## config.mk

```make
export PLATFORM = sky130hd
export DESIGN_NAME = bpa_scan
export DESIGN_NICKNAME = d
export VERILOG_FILES = /design/src/design/bitmap_page_allocator_top_assert.svh /design/src/design/bpa_pkg.sv /design/src/design/bpa_scan.sv
export SDC_FILE = /design/constraint.sdc
export NUM_CORES = 1
export LEC_CHECK = 0
export ABC_CLOCK_PERIOD_IN_PS = 3500
export BUFFER_PORTS_ARGS = -buffer_cell sky130_fd_sc_hd__buf_2
export CORE_MARGIN = 10
export CORE_UTILIZATION = 35
export DETAILED_ROUTE_END_ITERATION = 10
export SLEW_MARGIN = 20
export SYNTH_ARGS = -nofsm -noshare
export SYNTH_HDL_FRONTEND = slang
export SYNTH_SLANG_ARGS = --single-unit
```

## constraint.sdc

```tcl
create_clock -name vclk -period 3.5
set_input_delay 0.175 -clock vclk [all_inputs]
set_output_delay 0.175 -clock vclk [all_outputs]
set_load 0.01 [all_outputs]
```

## src/design/bitmap_page_allocator_top_assert.svh

```systemverilog
// Assertion macros for the bitmap page allocator.
`ifndef BITMAP_PAGE_ALLOCATOR_TOP_ASSERT_SVH
`define BITMAP_PAGE_ALLOCATOR_TOP_ASSERT_SVH

`ifndef SYNTHESIS
`define BPA_ASSERT_SAME(label, ante, cons, msg) \
  label: assert property (@(posedge clk) disable iff (rst) (ante) |-> (cons)) \
    else $error(msg);
`define BPA_ASSERT_NEXT(label, ante, cons, msg) \
  label: assert property (@(posedge clk) disable iff (rst) (ante) |=> (cons)) \
    else $error(msg);
`else
`define BPA_ASSERT_SAME(label, ante, cons, msg)
`define BPA_ASSERT_NEXT(label, ante, cons, msg)
`endif

`endif

```

## src/design/bpa_pkg.sv

```systemverilog
// Shared types and constants of the bitmap page allocator.
`timescale 1ns / 1ps
package bpa_pkg;

  localparam int MAX_PAGES = 65536;
  localparam int PAGE_W    = 16;
  localparam int CNT_W     = 17;
  localparam int WORD_W    = 32;
  localparam int BIT_W     = 5;
  localparam int LIMIT_MAX = (MAX_PAGES < (1 << PAGE_W)) ? MAX_PAGES : (1 << PAGE_W);
  localparam int MAP_WORDS = (LIMIT_MAX + WORD_W - 1) / WORD_W;
  localparam int AW        = (MAP_WORDS > 1) ? $clog2(MAP_WORDS) : 1;

  localparam logic [1:0] CMD_ALLOC = 2'd0;
  localparam logic [1:0] CMD_FREE  = 2'd1;
  localparam logic [1:0] CMD_MARK  = 2'd2;

  typedef enum logic [2:0] {
    ST_CLEAR,
    ST_IDLE,
    ST_EVAL,
    ST_DONE
  } state_t;

  typedef struct packed {
    logic [WORD_W-1:0] word;
    logic [BIT_W-1:0]  lo;
    logic              hi_en;
    logic [BIT_W-1:0]  hi;
  } scan_req_t;

  typedef struct packed {
    logic             hit;
    logic [BIT_W-1:0] idx;
  } scan_res_t;

  typedef struct packed {
    logic             clearing;
    logic [CNT_W-1:0] limit;
  } stat_t;

endpackage

```

## src/design/bpa_scan.sv

```systemverilog
// Find-first-free unit over one bitmap word, bounded below and, when hi_en is set, above.
`timescale 1ns / 1ps
module bpa_scan import bpa_pkg::*; (
  input  scan_req_t req,
  output scan_res_t res
);

  logic [WORD_W-1:0] hi_mask;
  logic [WORD_W-1:0] avail;
  logic [WORD_W-1:0] lowest;
  logic [BIT_W-1:0]  idx;

  always_comb begin
    hi_mask = req.hi_en ? ((WORD_W'(1) << req.hi) - WORD_W'(1)) : '1;
    avail   = ~req.word & ({WORD_W{1'b1}} << req.lo) & hi_mask;
    // isolate the lowest free bit, then encode it
    lowest  = avail & (~avail + WORD_W'(1));
    idx     = '0;
    for (int i = 0; i < WORD_W; i++) begin
      if (lowest[i]) begin
        idx = idx | BIT_W'(i);
      end
    end
    res.hit = |avail;
    res.idx = idx;
  end

endmodule

```

* Word-level counts from Yosys, hierarchy flattened *
Cells that the tools add are included.
W data, S select, Z words.

storage, ports and cells
  logic and storage cells = 42
  output and inout port bits = 6
  register bits after elaboration = 0
  input port bits = 43

cells by class
  bitwise gates (word level) = 5
  mux-type cells = 32
  $add $sub $neg = 2
  reduce and logical (&&, ||, !) cells = 1
  shift operators = 2

operator list
  cell                     count
  $and A32 B32 Y32         3
  $mux W5                  16
  $not A32 Y32             2
  $add A32 B1 Y32 const B  1
  $mux W32                 1
  $mux W4                  8
  $reduce_or A32 Y1        1
  $shl A1 B5 Y32 const A   1
  $shl A32 B5 Y32 const A  1
  $sub A32 B1 Y32 const B  1
  $mux W3                  4
  $mux W2                  2
  $mux W1                  1

* Logic depth before layout (Yosys ltp) *
  word-level depth = 38
  gate-level depth with buffers = 15
  gate-level depth less buffers = 11

* Least setup slack after synthesis *
OpenSTA, ideal clock, no wires.

  path type = in2out
  start = input req[4] in the netlist's numbering
  end = output res[4] in the netlist's numbering
  arrival time = 2.784 ns
  buffers on the path = 3
  path slack = 0.541 ns
  stages = 14
  data required time = 3.325 ns
  cell sequence = buf_6 -> nor3_2 -> nand3b_1 -> ha_1 -> buf_4 -> nor2b_1 -> a221oi_4 -> a21oi_2 -> nor4b_1 -> and4b_1 -> buf_4 -> nor4b_1 -> a31oi_1 -> nand3_1

RTL lines
  element      line           source
  from (decl)  bpa_scan.sv:4  input scan_req_t req,
  to (decl)    bpa_scan.sv:5  output scan_res_t res

==> flow_metrics.py <==
metrics = {
    "critical_path": {
        "cpPeakStageDelay_ps": 470,
        "cp_max_fo": 20,
        "crit_chain": "buf_2 -> nor2_1 -> nand2_1 -> ha_2 -> nor4_1 -> o21bai_1 -> a2111oi_4 -> nor4b_1 -> and4b_1 -> buf_4 -> and3_1 -> a211o_1 -> buf_2",
        "worst_setup_path_start_kind": "primary input",
        "cp_top_family": "simple AND/OR/NAND/NOR gates",
        "cp_num_buf_inv": 3,
        "worstPathRequired_ps": 3320,
        "path_depth": 13,
        "cpMaxStageDelayCell": "a2111oi_4",
        "crit_arrival_ps": 3040,
        "critical_path_class": "in2out",
        "critPathCaptureType": "output port",
        "worst_path_most_repeated_cell": "buf_2",
    },
    "route": {
        "wl_per_cell_um": 18.36,
        "drt-total-wl_um": 6517,
        "vias_per_cell": 6.223,
        "drcViolationCount": 0,
        "drtIter0Drc": 128,
        "antenna_left": 0,
        "vias": 2209,
        "drt-pass1-iter-count": 5,
    },
    "logic_synthesis": {
        "yosys_warnings": 0,
        "ys_seq_area_share_pct": 0,
        "synth.distinct_cells": 71,
        "synthCells": 251,
        "synth_nets": 295,
        "syn_area_mm2": 0.001739,
        "syn_avg_cell_area_um2": 6.929,
    },
    "min_path": {
        "hp-class": "in2out",
        "whs_endpoint": "res[0]",
        "holdPathStages": 5,
        "hp-start": "req[42]",
    },
    "timing": {
        "hold_viol": 0,
        "max_freq_ghz": 0.3110,
        "rsz0062_at_grt": "false",
        "timing.hold.ws_ps": 883.0,
        "setup_viol": 0,
        "timing.final.crit_share_pct": 91.86,
        "slew_headroom_pct": 42.18,
        "finalSetupTns_ps": 0,
        "period_needed_ps": 3215,
        "tightest_slew_ps": 867.3,
        "fin_ws_ps": 284.9,
        "slew_viol_final": 0,
    },
    "grt": {
        "grt.busiest_layer": "met2",
        "grt_pass1_vias": 2195,
        "use_met3_pct": 1.912,
        "grt_overflow": 0,
        "grt_first_pass_wirelength_um": 10980,
        "grt_util_met2_pct": 25.18,
        "grt_start_max_net_pins": 28,
        "grt_usage_pct": 15.23,
        "antenna_found_initial": 0,
        "met1_usage_pct": 20.38,
    },
    "flow_run": {
        "maxCapViolCount": 0,
    },
    "placed_design": {
        "post-place-ws_ps": 218.0,
        "gp_congestion": 0.9248,
        "hpwl_um": 5183,
        "io_buffers": 49,
        "dp_cells": 352,
        "dpl-instance-area_mm2": 0.001972,
    },
    "power": {
        "p_per_area_mw_per_mm2": 137.8,
        "vdd_drop_max_mv": 0.04561,
        "p_leak_nw": 0.7510,
        "power.total_uw": 275.2,
    },
    "floorplan": {
        "rows": 25,
        "die_area_mm2": 0.008188,
        "die_w_um": 90.49,
        "io_pins": 49,
        "start_util_pct": 36.58,
        "core_mm2": 0.004755,
        "die_h_um": 90.49,
    },
    "cells_and_area": {
        "post-route-util_pct": 42.00,
        "nFlopsAndLatches": 0,
        "final_cell_mix": "buf_2 (49), nor2_1 (22), nand2_1 (21)",
        "nClkBuffers": 0,
        "diodes": 0,
        "layout_commonest_cell": "buf_2",
        "syn_to_final_growth_pct": 14.82,
        "final_nets": 334,
        "final_area_mm2": 0.001997,
        "seqCellArea_um2": 0,
        "drive_above_1_share_pct": 28.47,
        "fin_cells": 355,
    },
    "run_status": {
        "status": "finished, final reports clean",
    },
}
==> power breakdown <==
group          total (mW)  switching [mW]  internal [mW]
Clock                   0               0              0
Combinational       0.275           0.164          0.111
Sequential              0               0              0
Total               0.275           0.164          0.111
==> final cells by class <==
type | instances | area [µm²]
Inverter | 6 | 22.52
Multi-Input combinational cell | 221 | 1555
Fill cell | 535 | 2758
Tap cell | 67 | 83.83
Timing Repair Buffer | 61 | 335.3
==> routing by layer <==
| metal | vias to the layer above | routed length [µm] |
|---|---|---|
| met1 | 1005 | 3050 |
| met5 | - | 0 |
| met3 | 8 | 477 |
| met4 | 0 | 91 |
| met2 | 115 | 2897 |
| li1 | 1081 | - |
==> cells by family after synthesis <==
kind of cell / after synthesis / synth area share, %
and+or+nand+nor: 119 / 39.57
AOI/OAI and AO/OA: 100 / 48.49
buffers and inverters: 30 / 10.72
xor gates and xnor gates: 1 / 0.5037
adders and majority gates: 1 / 0.7193
==> synthesized netlist by cell type (all sizes together) (4+ instances only) <==
master	count	share of area, %
nor2	23	5.1
buf	21	8.8
nand2	21	4.5
nor3	13	4.6
o21ai	11	3.2
a21oi	10	3.1
a221oi	10	6.0
and2	9	3.2
a31oi	7	3.2
nand3	7	2.3
or3	7	2.5
inv	6	1.3
nand4	6	2.5
nor2b	6	2.2
o21a	6	2.6
nand3b	5	2.2
o311ai	5	2.5
a211o	4	2.0
a21boi	4	1.7
a311oi	4	2.0
and3	4	1.4
==> timing repair <==
action	4_1_cts	5_1_grt
buffers inserted	0	3
endpoints found under the setup margin	0	6
hold buffers	0	0
gates resized for setup	0	1
==> how the worst max path moves through the flow <==
stage	from	endpoint	slack, ps
floorplan	req[4]	res[4]	540
global placement	req[4]	res[0]	310
detailed placement	req[0]	res[2]	220
CTS	req[0]	res[2]	190
global route	req[0]	res[2]	20
finish	req[0]	res[2]	280
No activity file was read; power rests on OpenSTA's default activity.
