### config.mk
export PLATFORM = sky130hd
export DESIGN_NAME = bpa_seq
export DESIGN_NICKNAME = d
export VERILOG_FILES = /design/src/design/bitmap_page_allocator_top_assert.svh /design/src/design/bpa_pkg.sv /design/src/design/bpa_seq.sv
export SDC_FILE = /design/constraint.sdc
export NUM_CORES = 1
export LEC_CHECK = 0
export ABC_AREA = 1
export BUFFER_PORTS_ARGS = -buffer_cell sky130_fd_sc_hd__buf_2
export CORE_MARGIN = 1.5
export CORE_UTILIZATION = 54
export DETAILED_ROUTE_END_ITERATION = 8
export PLACE_DENSITY = 0.77
export RECOVER_POWER = 50
export SYNTH_ARGS = -nofsm -noshare
export SYNTH_HDL_FRONTEND = slang
export SYNTH_SLANG_ARGS = --single-unit
### constraint.sdc
create_clock -name clk -period 4.3 [get_ports clk]
set_input_delay 0.43 -clock clk [delete_from_list [all_inputs] [get_ports clk]]
set_output_delay 0.43 -clock clk [all_outputs]
set_load 0.01 [all_outputs]
### src/design/bitmap_page_allocator_top_assert.svh
// Assertion macros for the bitmap page allocator.
`ifndef BITMAP_PAGE_ALLOCATOR_TOP_ASSERT_SVH
`define BITMAP_PAGE_ALLOCATOR_TOP_ASSERT_SVH

`ifndef SYNTHESIS
`define BPA_ASSERT_SAME(label, ante, cons, msg) \
  label: assert property (@(posedge clk) disable iff (rst) (ante) |-> (cons)) \
    else $error(msg);
`define BPA_ASSERT_NEXT(label, ante, cons, msg) \
  label: assert property (@(posedge clk) disable iff (rst) (ante) |=> (cons)) \
    else $error(msg);
`else
`define BPA_ASSERT_SAME(label, ante, cons, msg)
`define BPA_ASSERT_NEXT(label, ante, cons, msg)
`endif

`endif

### src/design/bpa_pkg.sv
// Shared types and constants of the bitmap page allocator.
`timescale 1ns / 1ps
package bpa_pkg;

  localparam int MAX_PAGES = 65536;
  localparam int PAGE_W    = 16;
  localparam int CNT_W     = 17;
  localparam int WORD_W    = 32;
  localparam int BIT_W     = 5;
  localparam int LIMIT_MAX = (MAX_PAGES < (1 << PAGE_W)) ? MAX_PAGES : (1 << PAGE_W);
  localparam int MAP_WORDS = (LIMIT_MAX + WORD_W - 1) / WORD_W;
  localparam int AW        = (MAP_WORDS > 1) ? $clog2(MAP_WORDS) : 1;

  localparam logic [1:0] CMD_ALLOC = 2'd0;
  localparam logic [1:0] CMD_FREE  = 2'd1;
  localparam logic [1:0] CMD_MARK  = 2'd2;

  typedef enum logic [2:0] {
    ST_CLEAR,
    ST_IDLE,
    ST_EVAL,
    ST_DONE
  } state_t;

  typedef struct packed {
    logic [WORD_W-1:0] word;
    logic [BIT_W-1:0]  lo;
    logic              hi_en;
    logic [BIT_W-1:0]  hi;
  } scan_req_t;

  typedef struct packed {
    logic             hit;
    logic [BIT_W-1:0] idx;
  } scan_res_t;

  typedef struct packed {
    logic             clearing;
    logic [CNT_W-1:0] limit;
  } stat_t;

endpackage

### src/design/bpa_seq.sv
// Sequencer: clearing pass, word-by-word scan, map update and result register.
`timescale 1ns / 1ps
module bpa_seq import bpa_pkg::*; (
  input  logic                clk,
  input  logic                rst,
  input  logic                in_valid,
  output logic                in_ready,
  input  logic [1:0]          command,
  input  logic [PAGE_W-1:0]   page,
  output logic                out_valid,
  input  logic                out_ready,
  output logic                found,
  output logic [PAGE_W-1:0]   page_out,
  output logic                range_error,
  input  logic                cfg_we,
  input  logic [CNT_W-1:0]    cfg_data,
  output logic                ram_we,
  output logic [AW-1:0]       ram_waddr,
  output logic [WORD_W-1:0]   ram_wdata,
  output logic                ram_re,
  output logic [AW-1:0]       ram_raddr,
  input  logic [WORD_W-1:0]   ram_rdata,
  output scan_req_t           scan_req,
  input  scan_res_t           scan_res,
  output stat_t               stat
);

  localparam logic [CNT_W-1:0] LIMIT_C = CNT_W'(LIMIT_MAX);

  state_t              state, state_next;
  logic [1:0]          cmd_r, cmd_r_next;
  logic [PAGE_W-1:0]   page_r, page_r_next;
  logic [AW-1:0]       cur_word, cur_word_next;
  logic [BIT_W-1:0]    lo, lo_next;
  logic [PAGE_W-1:0]   hint, hint_next;
  logic [CNT_W-1:0]    page_count;
  logic [AW-1:0]       clr_addr, clr_addr_next;
  logic                res_found, res_found_next;
  logic [PAGE_W-1:0]   res_page, res_page_next;
  logic                res_err, res_err_next;
  logic                out_load;
  logic [CNT_W-1:0]    limit;
  logic [AW:0]         nxt_word;
  logic [CNT_W:0]      nxt_base;

  assign limit    = (page_count > LIMIT_C) ? LIMIT_C : page_count;
  assign nxt_word = {1'b0, cur_word} + (AW+1)'(1);
  assign nxt_base = (CNT_W+1)'(nxt_word) << BIT_W;
  assign in_ready = (state == ST_IDLE);

  assign stat.clearing = (state == ST_CLEAR);
  assign stat.limit    = limit;

  assign scan_req.word  = ram_rdata;
  assign scan_req.lo    = lo;
  assign scan_req.hi_en = ((CNT_W-BIT_W)'(cur_word) == limit[CNT_W-1:BIT_W]);
  assign scan_req.hi    = limit[BIT_W-1:0];

  always_ff @(posedge clk) begin
    if (rst) begin
      state      <= ST_CLEAR;
      clr_addr   <= '0;
      hint       <= '0;
      page_count <= '0;
      out_valid  <= 1'b0;
    end else begin
      state    <= state_next;
      clr_addr <= clr_addr_next;
      hint     <= hint_next;
      if (cfg_we) begin
        page_count <= cfg_data;
      end
      if (out_load) begin
        out_valid <= 1'b1;
      end else if (out_ready) begin
        out_valid <= 1'b0;
      end
    end
  end

  always_ff @(posedge clk) begin
    cmd_r     <= cmd_r_next;
    page_r    <= page_r_next;
    cur_word  <= cur_word_next;
    lo        <= lo_next;
    res_found <= res_found_next;
    res_page  <= res_page_next;
    res_err   <= res_err_next;
    if (out_load) begin
      found       <= res_found;
      page_out    <= res_page;
      range_error <= res_err;
    end
  end

  always_comb begin
    state_next     = state;
    cmd_r_next     = cmd_r;
    page_r_next    = page_r;
    cur_word_next  = cur_word;
    lo_next        = lo;
    hint_next      = hint;
    clr_addr_next  = clr_addr;
    res_found_next = res_found;
    res_page_next  = res_page;
    res_err_next   = res_err;
    ram_we         = 1'b0;
    ram_waddr      = cur_word;
    ram_wdata      = '0;
    ram_re         = 1'b0;
    ram_raddr      = '0;
    out_load       = 1'b0;
    unique case (state)
      ST_CLEAR: begin
        ram_we    = 1'b1;
        ram_waddr = clr_addr;
        ram_wdata = '1;
        if (clr_addr == AW'(MAP_WORDS - 1)) begin
          state_next = ST_IDLE;
        end else begin
          clr_addr_next = clr_addr + AW'(1);
        end
      end
      ST_IDLE: begin
        if (in_valid) begin
          cmd_r_next     = command;
          page_r_next    = page;
          res_found_next = 1'b0;
          res_page_next  = '0;
          res_err_next   = 1'b0;
          state_next     = ST_DONE;
          case (command)
            CMD_ALLOC: begin
              if (CNT_W'(hint) < limit) begin
                ram_re        = 1'b1;
                ram_raddr     = AW'(hint >> BIT_W);
                cur_word_next = AW'(hint >> BIT_W);
                lo_next       = hint[BIT_W-1:0];
                state_next    = ST_EVAL;
              end
            end
            CMD_FREE, CMD_MARK: begin
              if (CNT_W'(page) >= limit) begin
                res_err_next = 1'b1;
              end else begin
                ram_re        = 1'b1;
                ram_raddr     = AW'(page >> BIT_W);
                cur_word_next = AW'(page >> BIT_W);
                state_next    = ST_EVAL;
              end
            end
            default: ;
          endcase
        end
      end
      ST_EVAL: begin
        if (cmd_r == CMD_ALLOC) begin
          if (scan_res.hit) begin
            ram_we         = 1'b1;
            ram_wdata      = ram_rdata | (WORD_W'(1) << scan_res.idx);
            hint_next      = PAGE_W'({cur_word, scan_res.idx});
            res_found_next = 1'b1;
            res_page_next  = PAGE_W'({cur_word, scan_res.idx});
            state_next     = ST_DONE;
          end else if (nxt_base >= (CNT_W+1)'(limit)) begin
            state_next = ST_DONE;
          end else begin
            // advance to the next word, read issued now
            ram_re        = 1'b1;
            ram_raddr     = nxt_word[AW-1:0];
            cur_word_next = nxt_word[AW-1:0];
            lo_next       = '0;
          end
        end else begin
          ram_we    = 1'b1;
          ram_wdata = ram_rdata & ~(WORD_W'(1) << page_r[BIT_W-1:0]);
          if (cmd_r == CMD_FREE && page_r < hint) begin
            hint_next = page_r;
          end
          state_next = ST_DONE;
        end
      end
      ST_DONE: begin
        if (!out_valid || out_ready) begin
          out_load   = 1'b1;
          state_next = ST_IDLE;
        end
      end
      default: state_next = ST_IDLE;
    endcase
  end

endmodule

# Word level (Yosys, flattened, before mapping)
# Cells that the tools add are included.
op_classes:
  add_sub_neg: 2
  magnitude_cmp: 5
  n_eq_ne: 22
  n_shift: 2
  mux: 64
  n_bitwise: 4
  n_reduce_logical: 17
ops:
  columns: ["op", "count"]
  rows:
  - ["$mux W11", 13]
  - ["$pmux W11 S2", 4]
  - ["$mux W16", 5]
  - ["$mux W32", 2]
  - ["$pmux W32 S2", 1]
  - ["$shl A1 B5 Y32 const A", 2]
  - ["$and A32 B32 Y32", 1]
  - ["$not A32 Y32", 1]
  - ["$or A32 B32 Y32", 1]
  - ["$pmux W16 S2", 1]
  - ["$mux W5", 6]
  - ["$mux W1", 18]
  - ["$mux W3", 6]
  - ["$ge A16 B17 Y1", 1]
  - ["$ge A17 B17 Y1", 1]
  - ["$gt A17 B17 Y1 const B", 1]
  - ["$lt A16 B17 Y1", 1]
  - ["$mux W17", 1]
  - ["$lt A16 B16 Y1", 1]
  - ["$ne A2 B2 Y1 const B", 7]
  - ["$add A11 B1 Y12 const B", 1]
  - ["$eq A11 B12 Y1", 1]
  - ["$pmux W3 S4", 1]
  - ["$add A11 B1 Y11 const B", 1]
  - ["24 further kinds", 38]
word_totals:
  reg_bits: 118
  input_bits: 78
  output_inout_bits: 137

# Logic depth before layout (Yosys ltp)
# Gate-level depths: netlist of the first run.
logic_depth:
  word_depth: 7
  mapped_depth: 20
  mapped_depth_nobuf: 20

# Worst setup path after synthesis of the first run
# No wires, ideal clock.
synth_timing:
  path_type: "register -> register"
  startpoint: "register cur_word[1]"
  endpoint: "register cur_word[0] (enable)"
  setup_ns: 0.378
  arrival_time_ns: 2.730
  setup_slack_ns: 1.192
  path_stages_with_launch: 20
  path_buffers: 0
  synth_period_minus_slack_ns: 3.108
  cell_sequence: "edfxtp_1 > ha_1 > nand3_1 > nor2_1 > nand2_1 > nor2_1 > xor2_1 > inv_1 > ha_1 > nand2_1 > inv_1 > nand3_1 > nor2_1 > a21oi_1 > nand3_1 > nor2_2 > nand2_1 > nand2_1 > nand3_1 > nor2_1"
synth_between:
  elab_chain_len: 4
synth_lines:
  columns: ["item", "line", "text"]
  rows:
  - ["start, declared", "bpa_seq.sv:33", "logic [AW-1:0] cur_word, cur_word_next;"]
  - ["start signal, assigned", "bpa_seq.sv:84", "cur_word <= cur_word_next;"]
  - ["$add A11 B1 Y12", "bpa_seq.sv:47", "assign nxt_word = {1'b0, cur_word} + (AW+1)'(1);"]
  - ["$ge A17 B17 Y1", "bpa_seq.sv:165", "end else if (nxt_base >= (CNT_W+1)'(limit)) begin"]
  - ["$ne A2 B2 Y1 (no source line)", null, null]
  - ["$reduce_and A8 Y1 (no source line)", null, null]
# Every way passes these cells.
# A chain may end at the register's enable or synchronous reset.

# Worst setup path after layout of the first run
layout_timing:
  startpoint: "register page_count[0]"
  endpoint: "output port ram_re"
layout_between:
  elab_chain_len: 7
  elab_cells_between_ends: 13
  classes_between: "order compare (4); mux (9)"
layout_lines:
  columns: ["item", "line", "text"]
  rows:
  - ["start, declared", "bpa_seq.sv:36", "logic [CNT_W-1:0] page_count;"]
  - ["start signal, assigned", "bpa_seq.sv:71", "page_count <= cfg_data;"]
  - ["$gt A17 B17 Y1", "bpa_seq.sv:46", "assign limit = (page_count > LIMIT_C) ? LIMIT_C : page_count;"]
  - ["$mux W17 *", "bpa_seq.sv:46", null]
  - ["$ge A16 B17 Y1 (tied with other cells)", "bpa_seq.sv:143", "if (CNT_W'(page) >= limit) begin"]
  - ["$mux W1 (on tied branches)", "bpa_seq.sv:143, bpa_seq.sv:134, bpa_seq.sv:165", null]
  - ["$pmux W1 S2 or $mux W1 (tied branches)", "bpa_seq.sv:132, bpa_seq.sv:158", null]
  - ["$mux W1 (on tied branches)", "bpa_seq.sv:125, bpa_seq.sv:157", null]
  - ["$pmux W1 S2 *", "bpa_seq.sv:113", "unique case (state)"]
  - ["end, declared", "bpa_seq.sv:20", "output logic ram_re,"]
# Every way passes the cells marked *; elsewhere a longest branch is shown, timed or not.

==> results of run 1 <==
==> layer usage <==
layer | share of wire (%) | vias to the layer above | routed length [um]
met5 | 0 | - | 0
met1 | 43 | 3856 | 11100
met4 | 3.4 | 0 | 869
met3 | 9.8 | 60 | 2510
li1 | - | 4137 | -
met2 | 44 | 522 | 11200
==> logic make-up (layout without fill, tap and decap cells) <==
logic type,count (synthesis),after routing,share of synthesized area [%]
xor gates and xnor gates,13,13,1.36
and+or+nand+nor,486,486,24.5
DFF,117,117,36.3
buffers and inverters,224,402,12.2
AOI/OAI and AO/OA,237,237,15.7
adders and majority gates,66,66,9.86
==> power groups by stage <==
stage | sequential [W] | combinational (W) | clock [W]
final | 0.00143 | 0.00150 | 0.00145
after global routing | 0.00144 | 0.00166 | 0.00150
after CTS | 0.00143 | 0.00149 | 0.00145
after detailed placement | 0.00145 | 0.00148 | 0
after global placement | 0.00145 | 0.00147 | 0
after floorplan | 0.00143 | 0.000949 | 0
==> synth_stat cells (2+ instances only) <==
cell type	n
buf_4	39
nand2_2	4
clkbuf_1	34
o221ai_1	9
ha_1	66
xor2_1	13
a31oi_1	4
a21oi_2	2
nor3_1	12
o22ai_1	3
buf_2	8
nand4_1	38
o21ai_0	92
nand3_1	58
nand2_1	247
dfxtp_1	47
o21a_1	3
inv_1	134
nor2_1	117
a211oi_1	3
edfxtp_1	70
a21boi_0	2
o21bai_1	12
inv_2	2
buf_6	3
o31ai_1	2
o211ai_1	2
nor2_2	4
a21oi_1	98
==> worst min-delay path by stage <==
| stage | start | to | slack (ps) | cells after the start |
|---|---|---|---|---|
| 3_5_place_dp | res_page[0]$_SDFFCE_PN0P_ | page_out[0]$_DFFE_PP_ | 400 | 0 |
| 4_1_cts | page[1] | page_r[1]$_DFFE_PP_ | 190 | 1 |
| 3_3_place_gp | res_page[2]$_SDFFCE_PN0P_ | page_out[2]$_DFFE_PP_ | 400 | 0 |
| 5_1_grt | page[0] | page_r[0]$_DFFE_PP_ | 190 | 1 |
| 6_report | page[0] | page_r[0]$_DFFE_PP_ | 200 | 1 |
| 2_1_floorplan | res_found$_DFFE_PP_ | found$_DFFE_PP_ | 400 | 0 |
==> area by class of cell <==
class                   instances  share of cell area [%]
flip-flops and latches        117                    31.0
clock buffers                  18                    4.37
well taps                     188                    2.39
repair buffers                232                    11.3
inverters                     138                    5.28
clock inverters                14                    1.69
multi-input cells             802                    44.0
==> what timing repair did <==
action	in CTS	in global routing
gates cloned	0	0
gates resized for setup	1	5
pin swaps	0	2
setup endpoints to repair	1	12
hold buffers	0	0
buffers inserted	0	3
==> per-stage QoR <==
| step | cell area [um^2] | power [W] | hold slack, ps | std cells |
|---|---|---|---|---|
| 2_1_floorplan | 8380 | 0.00238 | 400 | 1143 |
| 3_3_place_gp | 9300 | 0.00292 | 401 | 1474 |
| 3_5_place_dp | 9300 | 0.00293 | 405 | 1474 |
| 4_1_cts | 9900 | 0.00437 | 189 | 1506 |
| 5_1_grt | 9830 | 0.00460 | 193 | 1509 |
| 6_report | 9830 | 0.00438 | 198 | 1509 |
==> state kept, by name, indices dropped and copies added, names as in the netlist, 2 cells and up <==
name,cells
page_count,17
hint,16
page_out,16
page_r,16
res_page,16
clr_addr,11
cur_word,11
lo,5
cmd_r,2
state,2
==> results_dict.tcl, run 1 <==
set metrics [dict create \
    diodes 0 \
    wl_um 25700 \
    grt_busiest_layer "met2" \
    cp-start-kind "flop" \
    fin_ws_ps 259 \
    grt_pass1_wl_um 39900 \
    hp-class "input pin to flop" \
    yosysTopAreaCell "edfxtp_1" \
    synth_edf_count 70 \
    cap_violations 2 \
    critPathKind "flop to primary output" \
    p_int_w 0.00271 \
    track_usage_pct 31.9 \
    synth_cell_type_count 44 \
    cp_num_buf_inv 3 \
    crit_chain "nor2_1 -> nand2_1 -> nor2_1 -> nand2_1 -> nand2_4 -> inv_1 -> nor2_2 -> inv_1 -> ha_1 -> a21o_1 -> o21ai_0 -> nand2_1 -> nand2_1 -> nand4_1 -> nor2_1 -> o21ai_0 -> a21oi_1 -> buf_2" \
    min_period_over_period_pct 94.0 \
    synth.top_cell.area_share_pct 25.1 \
    met3_usage_pct 4.77 \
    yosysSeqAreaShare_pct 36.3 \
    syn_area_per_cell_um2 7.33 \
    critPathCapture "ram_re" \
    portBuffers 214 \
    leakagePower_nw 4.36 \
    crit_arrival_ps 3610 \
    drive_above_1_share_pct 15.4 \
    yosysWarnings 0 \
    peakVddDrop_uv 282 \
    numCtsBuffers 17 \
    die_h_um 128 \
    use_met1_pct 44.0 \
    clkPwrFrac_pct 33.0 \
    via_count 8575 \
    ff2ff_setup_slack_ps 460 \
    fmaxAchievable_mhz 247 \
    grt_pass1_vias 7595 \
    fin_skew_ps 11.1 \
    setup_tns_ps 0 \
    critPathSlowestCell "dfxtp_1" \
    ant_nets 0 \
    run_status "finished, violations left" \
    setup_viol 0 \
    start_util_pct 55.1 \
    syn_to_final_growth_pct 17.3 \
    routabilityCongestion 1.04 \
    syn_area_um2 8380 \
    wl_per_cell_um 17.0 \
    fp.dieW_um 128 \
    drv_slew 61 \
    syn_nets 1287 \
    cp.depth 18 \
    nets 1452 \
    required_ps 3870 \
    drcViolationCount 0 \
    endpoint_kind "primary output" \
    rsz0062_at_grt "false" \
    clk_path_buf_depth 2 \
    grt_max_degree 42 \
    grt_overflow 0 \
    utilization_pct 64.7 \
    multi_input_area_um2 4330 \
    fp.coreArea_um2 15200 \
    pwr_density_cell_nw_per_um2 445 \
    critPathTopFamily "simple AND/OR/NAND/NOR gates" \
    pre_cts_ws_ps 454 \
    grt_antenna_before_repair 0 \
    p_sw_share_pct 38.2 \
    cts_tree "done" \
    cp_max_fo 15 \
    worstMarginPinSlew_ps 1840 \
    worstReg2RegStart "page_count[0]$_SDFFE_PP0P_" \
    num_rows 45 \
    synth_cells 1143 \
    ys.flop_type "edfxtp_1" \
    ys_ff_latch 117 \
    critPathLaunch "page_count[0]$_SDFFE_PP0P_" \
    fillers 1420 \
    cts-root-buf "clkbuf_16" \
    finalCriticalPeriod_ps 4040 \
    vias_per_cell 5.68 \
    slew_headroom_pct -22.7 \
    final_common_cell "nand2_1" \
    clkLatencyLatePin_ps 430 \
    r2r-end "cur_word[0]$_DFFE_PP_" \
    dr.pass1.iters 5 \
    reg2regPathDepth 17 \
    cts.htree.levels 4 \
    async_reset_ff_share_pct 0 \
    clock-sinks 117 \
    path_clk_slew_ps 60 \
    cpMostUsedCell "nand2_1" \
    final_cell_mix "nand2_1 (248), buf_2 (138), inv_1 (134), nor2_1 (115), a21oi_1 (98)" \
    register_area_um2 3040 \
    dp_hpwl_um 19600 \
    ioPinCount 215 \
    synth.area.top_cells "edfxtp_1 (25%), dfxtp_1 (11%), nand2_1 (11%), ha_1 (9.9%), inv_1 (6.0%)" \
    combPwrFrac_pct 34.2 \
    finalHoldViolCount 0 \
    seqPwrFrac_pct 32.8 \
    max_stage_delay_ps 330 \
    grt_use_met2_pct 50.0 \
    violations "max-capacitance violations, max-slew violations" \
    dieArea_um2 16300 \
    p_switching_w 0.00167 \
    drtIter0Drc 751 \
]
(Power assumes the default switching activity.)
==> run 2: changes to the inputs <==
- GPL_TIMING_DRIVEN: not set -> 0
==> results_dict.tcl, run 2 (synthesis gave the netlist of run 1 again) <==
set metrics [dict create \
    numCtsBuffers 17 \
    hold_path_depth 3 \
    drv_slew 19 \
    cap_violations 1 \
    ff2ff_setup_slack_ps 420 \
    drive_above_1_share_pct 17.3 \
    finalInstanceArea_um2 10200 \
    pwr_density_cell_nw_per_um2 436 \
    fp.dieW_um 128 \
    cts_hold_buf 0 \
    violations "max-capacitance violations, max-slew violations" \
    instances_no_fill 1579 \
    hold_start "cfg_data[5]" \
    required_ps 3870 \
    hold_path_end "page_count[5]$_SDFFE_PP0P_" \
    grt_pass1_wl_um 40900 \
    finalCriticalPeriod_ps 4090 \
    cts.htree.levels 4 \
    die_h_um 128 \
    min_period_over_period_pct 95.2 \
    ioPinCount 215 \
    ant_nets 0 \
    endpoint_kind "primary output" \
    slew_headroom_pct -2.03 \
    critPathKind "flop to primary output" \
    dr.pass1.iters 5 \
    clock-sinks 117 \
    routabilityCongestion 1.02 \
    vias_per_cell 5.61 \
    place_inst 1543 \
    clk_path_buf_depth 2 \
    cts_tree "done" \
    utilization_pct 67.3 \
    drcViolationCount 0 \
    largest_reg_flops 17 \
    total_power_w 0.00446 \
    run_status "finished, violations left" \
    portBuffers 212 \
    fp.coreArea_um2 15200 \
    via_count 8860 \
    fmaxAchievable_mhz 244 \
    hp-class "input pin to flop" \
    place_area_um2 9680 \
    grt_pass1_vias 7954 \
    wl_per_cell_um 17.0 \
    leakagePower_nw 4.58 \
    crit_arrival_ps 3660 \
    wl_um 26800 \
    grt_antenna_before_repair 0 \
    cts-root-buf "clkbuf_16" \
    start_util_pct 55.1 \
    finalHoldViolCount 0 \
    largest-register "page_count" \
    syn_to_final_growth_pct 22.2 \
    setup_tns_ps 0 \
    path_clk_slew_ps 60 \
    drtIter0Drc 819 \
    final_cell_mix "nand2_1 (248), buf_2 (141), inv_1 (134), nor2_1 (115), clkbuf_1 (112)" \
    r2r-end "cur_word[10]$_DFFE_PP_" \
    final_common_cell "nand2_1" \
    reg2regPathDepth 19 \
    setup_viol 0 \
    diodes 0 \
    nets 1522 \
    worstMarginPinSlew_ps 1530 \
    cp_max_fo 9 \
    grt_overflow 0 \
    grt_max_degree 20 \
    num_rows 45 \
    fin_skew_ps 9.61 \
    clkLatencyLatePin_ps 430 \
    track_usage_pct 33.0 \
    cp-start-kind "flop" \
    dp_hpwl_um 21000 \
    worstReg2RegStart "cur_word[1]$_DFFE_PP_" \
    peakVddDrop_uv 301 \
    dieArea_um2 16300 \
]
run 2: cell count changes in the layout (fill, tap and decap cells not counted), moves of 2 or more:
cell	change
a21oi_2	+2
buf_2	+3
buf_4	+27
buf_6	+3
clkbuf_1	+34
clkbuf_4	+2
run 2: layout make-up:
cell class / instances / area (um^2)
sequential: 117 / 3040
clock inverter: 14 / 166
tap: 188 / 235
multi-input combinational: 802 / 4330
clock buffer: 18 / 439
fill: 1428 / 4960
buffer: 85 / 504
timing repair buffer: 217 / 1000
inverter: 138 / 519
run 2: where the power goes:
part	switching, W	internal (W)	total [W]
clock network	0.000575	0.000886	0.00146
registers	0.0000950	0.00135	0.00144
logic	0.00103	0.000523	0.00156
total	0.00171	0.00276	0.00446
run 2: worst max path at each step:
stage	from	end	slack, ps	cells past startpoint
after floorplan	cur_word[1]$_DFFE_PP_	cur_word[0]$_DFFE_PP_	1190	19
after global placement	cur_word[2]$_DFFE_PP_	cur_word[7]$_DFFE_PP_	440	16
after detailed placement	cur_word[2]$_DFFE_PP_	cur_word[7]$_DFFE_PP_	420	16
after CTS	page_count[0]$_SDFFE_PP0P_	ram_raddr[4]	160	21
after global routing	cur_word[1]$_DFFE_PP_	ram_raddr[4]	-10	20
final	cur_word[1]$_DFFE_PP_	ram_raddr[4]	210	20
run 2: what timing repair did:
| action | in CTS | in global routing |
|---|---|---|
| endpoints found under the setup margin | 0 | 11 |
| resized for setup | 0 | 8 |
| setup buffers | 0 | 4 |
run 2: layer usage:
metal | GRT usage, % | part of all wire (%)
met2 | 52.8 | 45
met4 | 14.6 | 3.9
met5 | 0 | 0
met3 | 6.41 | 9.5
met1 | 43.4 | 42
run 2: critical path: stages, from the launching register on:
cell and delay (ps):
edfxtp_1 440, ha_1 220, nand3_1 160, nor2_2 160, nand2_1 90, nor2_1 130
xor2_1 190, inv_1 100, ha_1 270, nand2_1 80, inv_1 50, nand3_1 60
nor2_1 60, a21oi_1 150, nand3_1 140, nor2_2 190, nand2_2 130, clkinv_2 130
nand2_1 70, a21oi_1 230, buf_2 170
run 2: metrics by stage:
stage,setup WS [ps],hold slack [ps]
floorplan,1190,400
global placement,440,401
detailed placement,417,405
CTS,157,195
global route,-9.73,231
finish,206,228
==> run 3: changes to the inputs <==
- CORE_ASPECT_RATIO: not set -> 1.1
==> results_dict.tcl, run 3 (synthesis gave the netlist of run 1 again) <==
set metrics [dict create \
    ioPinCount 215 \
    fin_skew_ps 13.5 \
    utilization_pct 67.7 \
    largest_reg_flops 17 \
    wl_um 28300 \
    finalInstanceArea_um2 10200 \
    final_common_cell "nand2_1" \
    fp.dieW_um 122 \
    cap_violations 1 \
    setup_tns_ps 0 \
    grt_pass1_vias 8086 \
    hp-class "input pin to flop" \
    vias_per_cell 5.60 \
    cp-start-kind "flop" \
    clkLatencyLatePin_ps 440 \
    violations "max-capacitance violations, max-slew violations" \
    dieArea_um2 16300 \
    critPathKind "flop to primary output" \
    cts-root-buf "clkbuf_16" \
    drcViolationCount 0 \
    peakVddDrop_uv 281 \
    dr.pass1.iters 6 \
    worstMarginPinSlew_ps 1660 \
    register_area_um2 3040 \
    dp_hpwl_um 22400 \
    num_rows 47 \
    syn_to_final_growth_pct 22.1 \
    via_count 8881 \
    finalHoldViolCount 0 \
    ant_nets 0 \
    diodes 0 \
    grt_antenna_before_repair 0 \
    cp_max_fo 9 \
    fp.coreArea_um2 15100 \
    grt_max_degree 20 \
    fmaxAchievable_mhz 237 \
    min_period_over_period_pct 98.3 \
    crit_arrival_ps 3800 \
    leakagePower_nw 4.58 \
    track_usage_pct 34.6 \
    pwr_density_cell_nw_per_um2 431 \
    clk_path_buf_depth 2 \
    endpoint_kind "primary output" \
    setup_viol 0 \
    numCtsBuffers 17 \
    place_area_um2 9690 \
    fin_ws_ps 71.9 \
    cts_tree "done" \
    multi_input_area_um2 4350 \
    grt_pass1_wl_um 42600 \
    start_util_pct 55.4 \
    largest-register "page_count" \
    wl_per_cell_um 17.8 \
    die_h_um 134 \
    slew_headroom_pct -10.9 \
    nets 1521 \
    drtIter0Drc 935 \
    pre_cts_ws_ps 286 \
    final_cell_mix "nand2_1 (248), buf_2 (141), inv_1 (135), nor2_1 (115), clkbuf_1 (112)" \
    fillers 1407 \
    grt_overflow 0 \
    routabilityCongestion 1.03 \
    portBuffers 212 \
    cts.htree.levels 4 \
    path_clk_slew_ps 60 \
    drv_slew 19 \
    finalCriticalPeriod_ps 4230 \
    required_ps 3870 \
    clock-sinks 117 \
    drive_above_1_share_pct 17.4 \
    run_status "finished, violations left" \
]
run 3: layer usage:
layer	vias up	wire length, um	global-route usage [%]
li1	4284	-	-
met1	4068	11500	42.1
met2	444	13700	59.5
met3	85	1890	5.09
met4	0	1180	16.9
met5	-	0	0
run 3: worst paths after layout:
check | slack (ps) | cells after the start | startpoint | end
worst max register to register | 230 | 17 | cur_word[1]$_DFFE_PP_ | cur_word[1]$_DFFE_PP_
worst min register to register | 420 | 0 | res_page[11]$_SDFFCE_PN0P_ | page_out[11]$_DFFE_PP_
worst min-delay path | 220 | 3 | cfg_data[11] | page_count[11]$_SDFFE_PP0P_
worst max-delay path | 70 | 18 | cur_word[1]$_DFFE_PP_ | ram_raddr[3]
run 3: through the flow:
stage | power [W] | std cells | hold WS, ps
2_1_floorplan | 0.00238 | 1143 | 400
3_3_place_gp | 0.00299 | 1551 | 401
3_5_place_dp | 0.00301 | 1551 | 405
4_1_cts | 0.00439 | 1583 | 196
5_1_grt | 0.00462 | 1586 | 232
6_report | 0.00441 | 1586 | 215
run 3: critical path: stages (launching register included):
cell and delay [ps]:
edfxtp_1 490, inv_1 230, nor3_2 260, nand3_1 140, inv_1 110, nand3_1 90
xor2_1 190, inv_1 120, ha_1 320, a21oi_1 150, o21ai_0 110, nand4_1 80
nand3_1 160, nor2_2 240, nand2_4 110, inv_4 110, nand2_1 60, a21oi_1 220
buf_2 180
run 3: final cells by class:
type / instances / area share [%]
Multi-Input combinational cell: 802 / 42.5
Sequential cell: 117 / 29.7
Timing Repair Buffer: 216 / 9.71
Inverter: 138 / 5.09
Buffer: 85 / 4.93
Clock buffer: 17 / 4.16
Tap cell: 196 / 2.40
Clock inverter: 15 / 1.47
run 3: report_power, final:
group	switching (W)	internal (W)
combinational	0.00106	0.000522
clock	0.000616	0.000770
sequential	0.0000953	0.00135
total	0.00177	0.00264
run 3: what timing repair did:
action | 4_1_cts | 5_1_grt
hold buffers | 0 | 0
setup endpoints to repair | 0 | 23
hold endpoints to repair | 0 | 0
buffers inserted | 0 | 4
resized for setup | 0 | 13
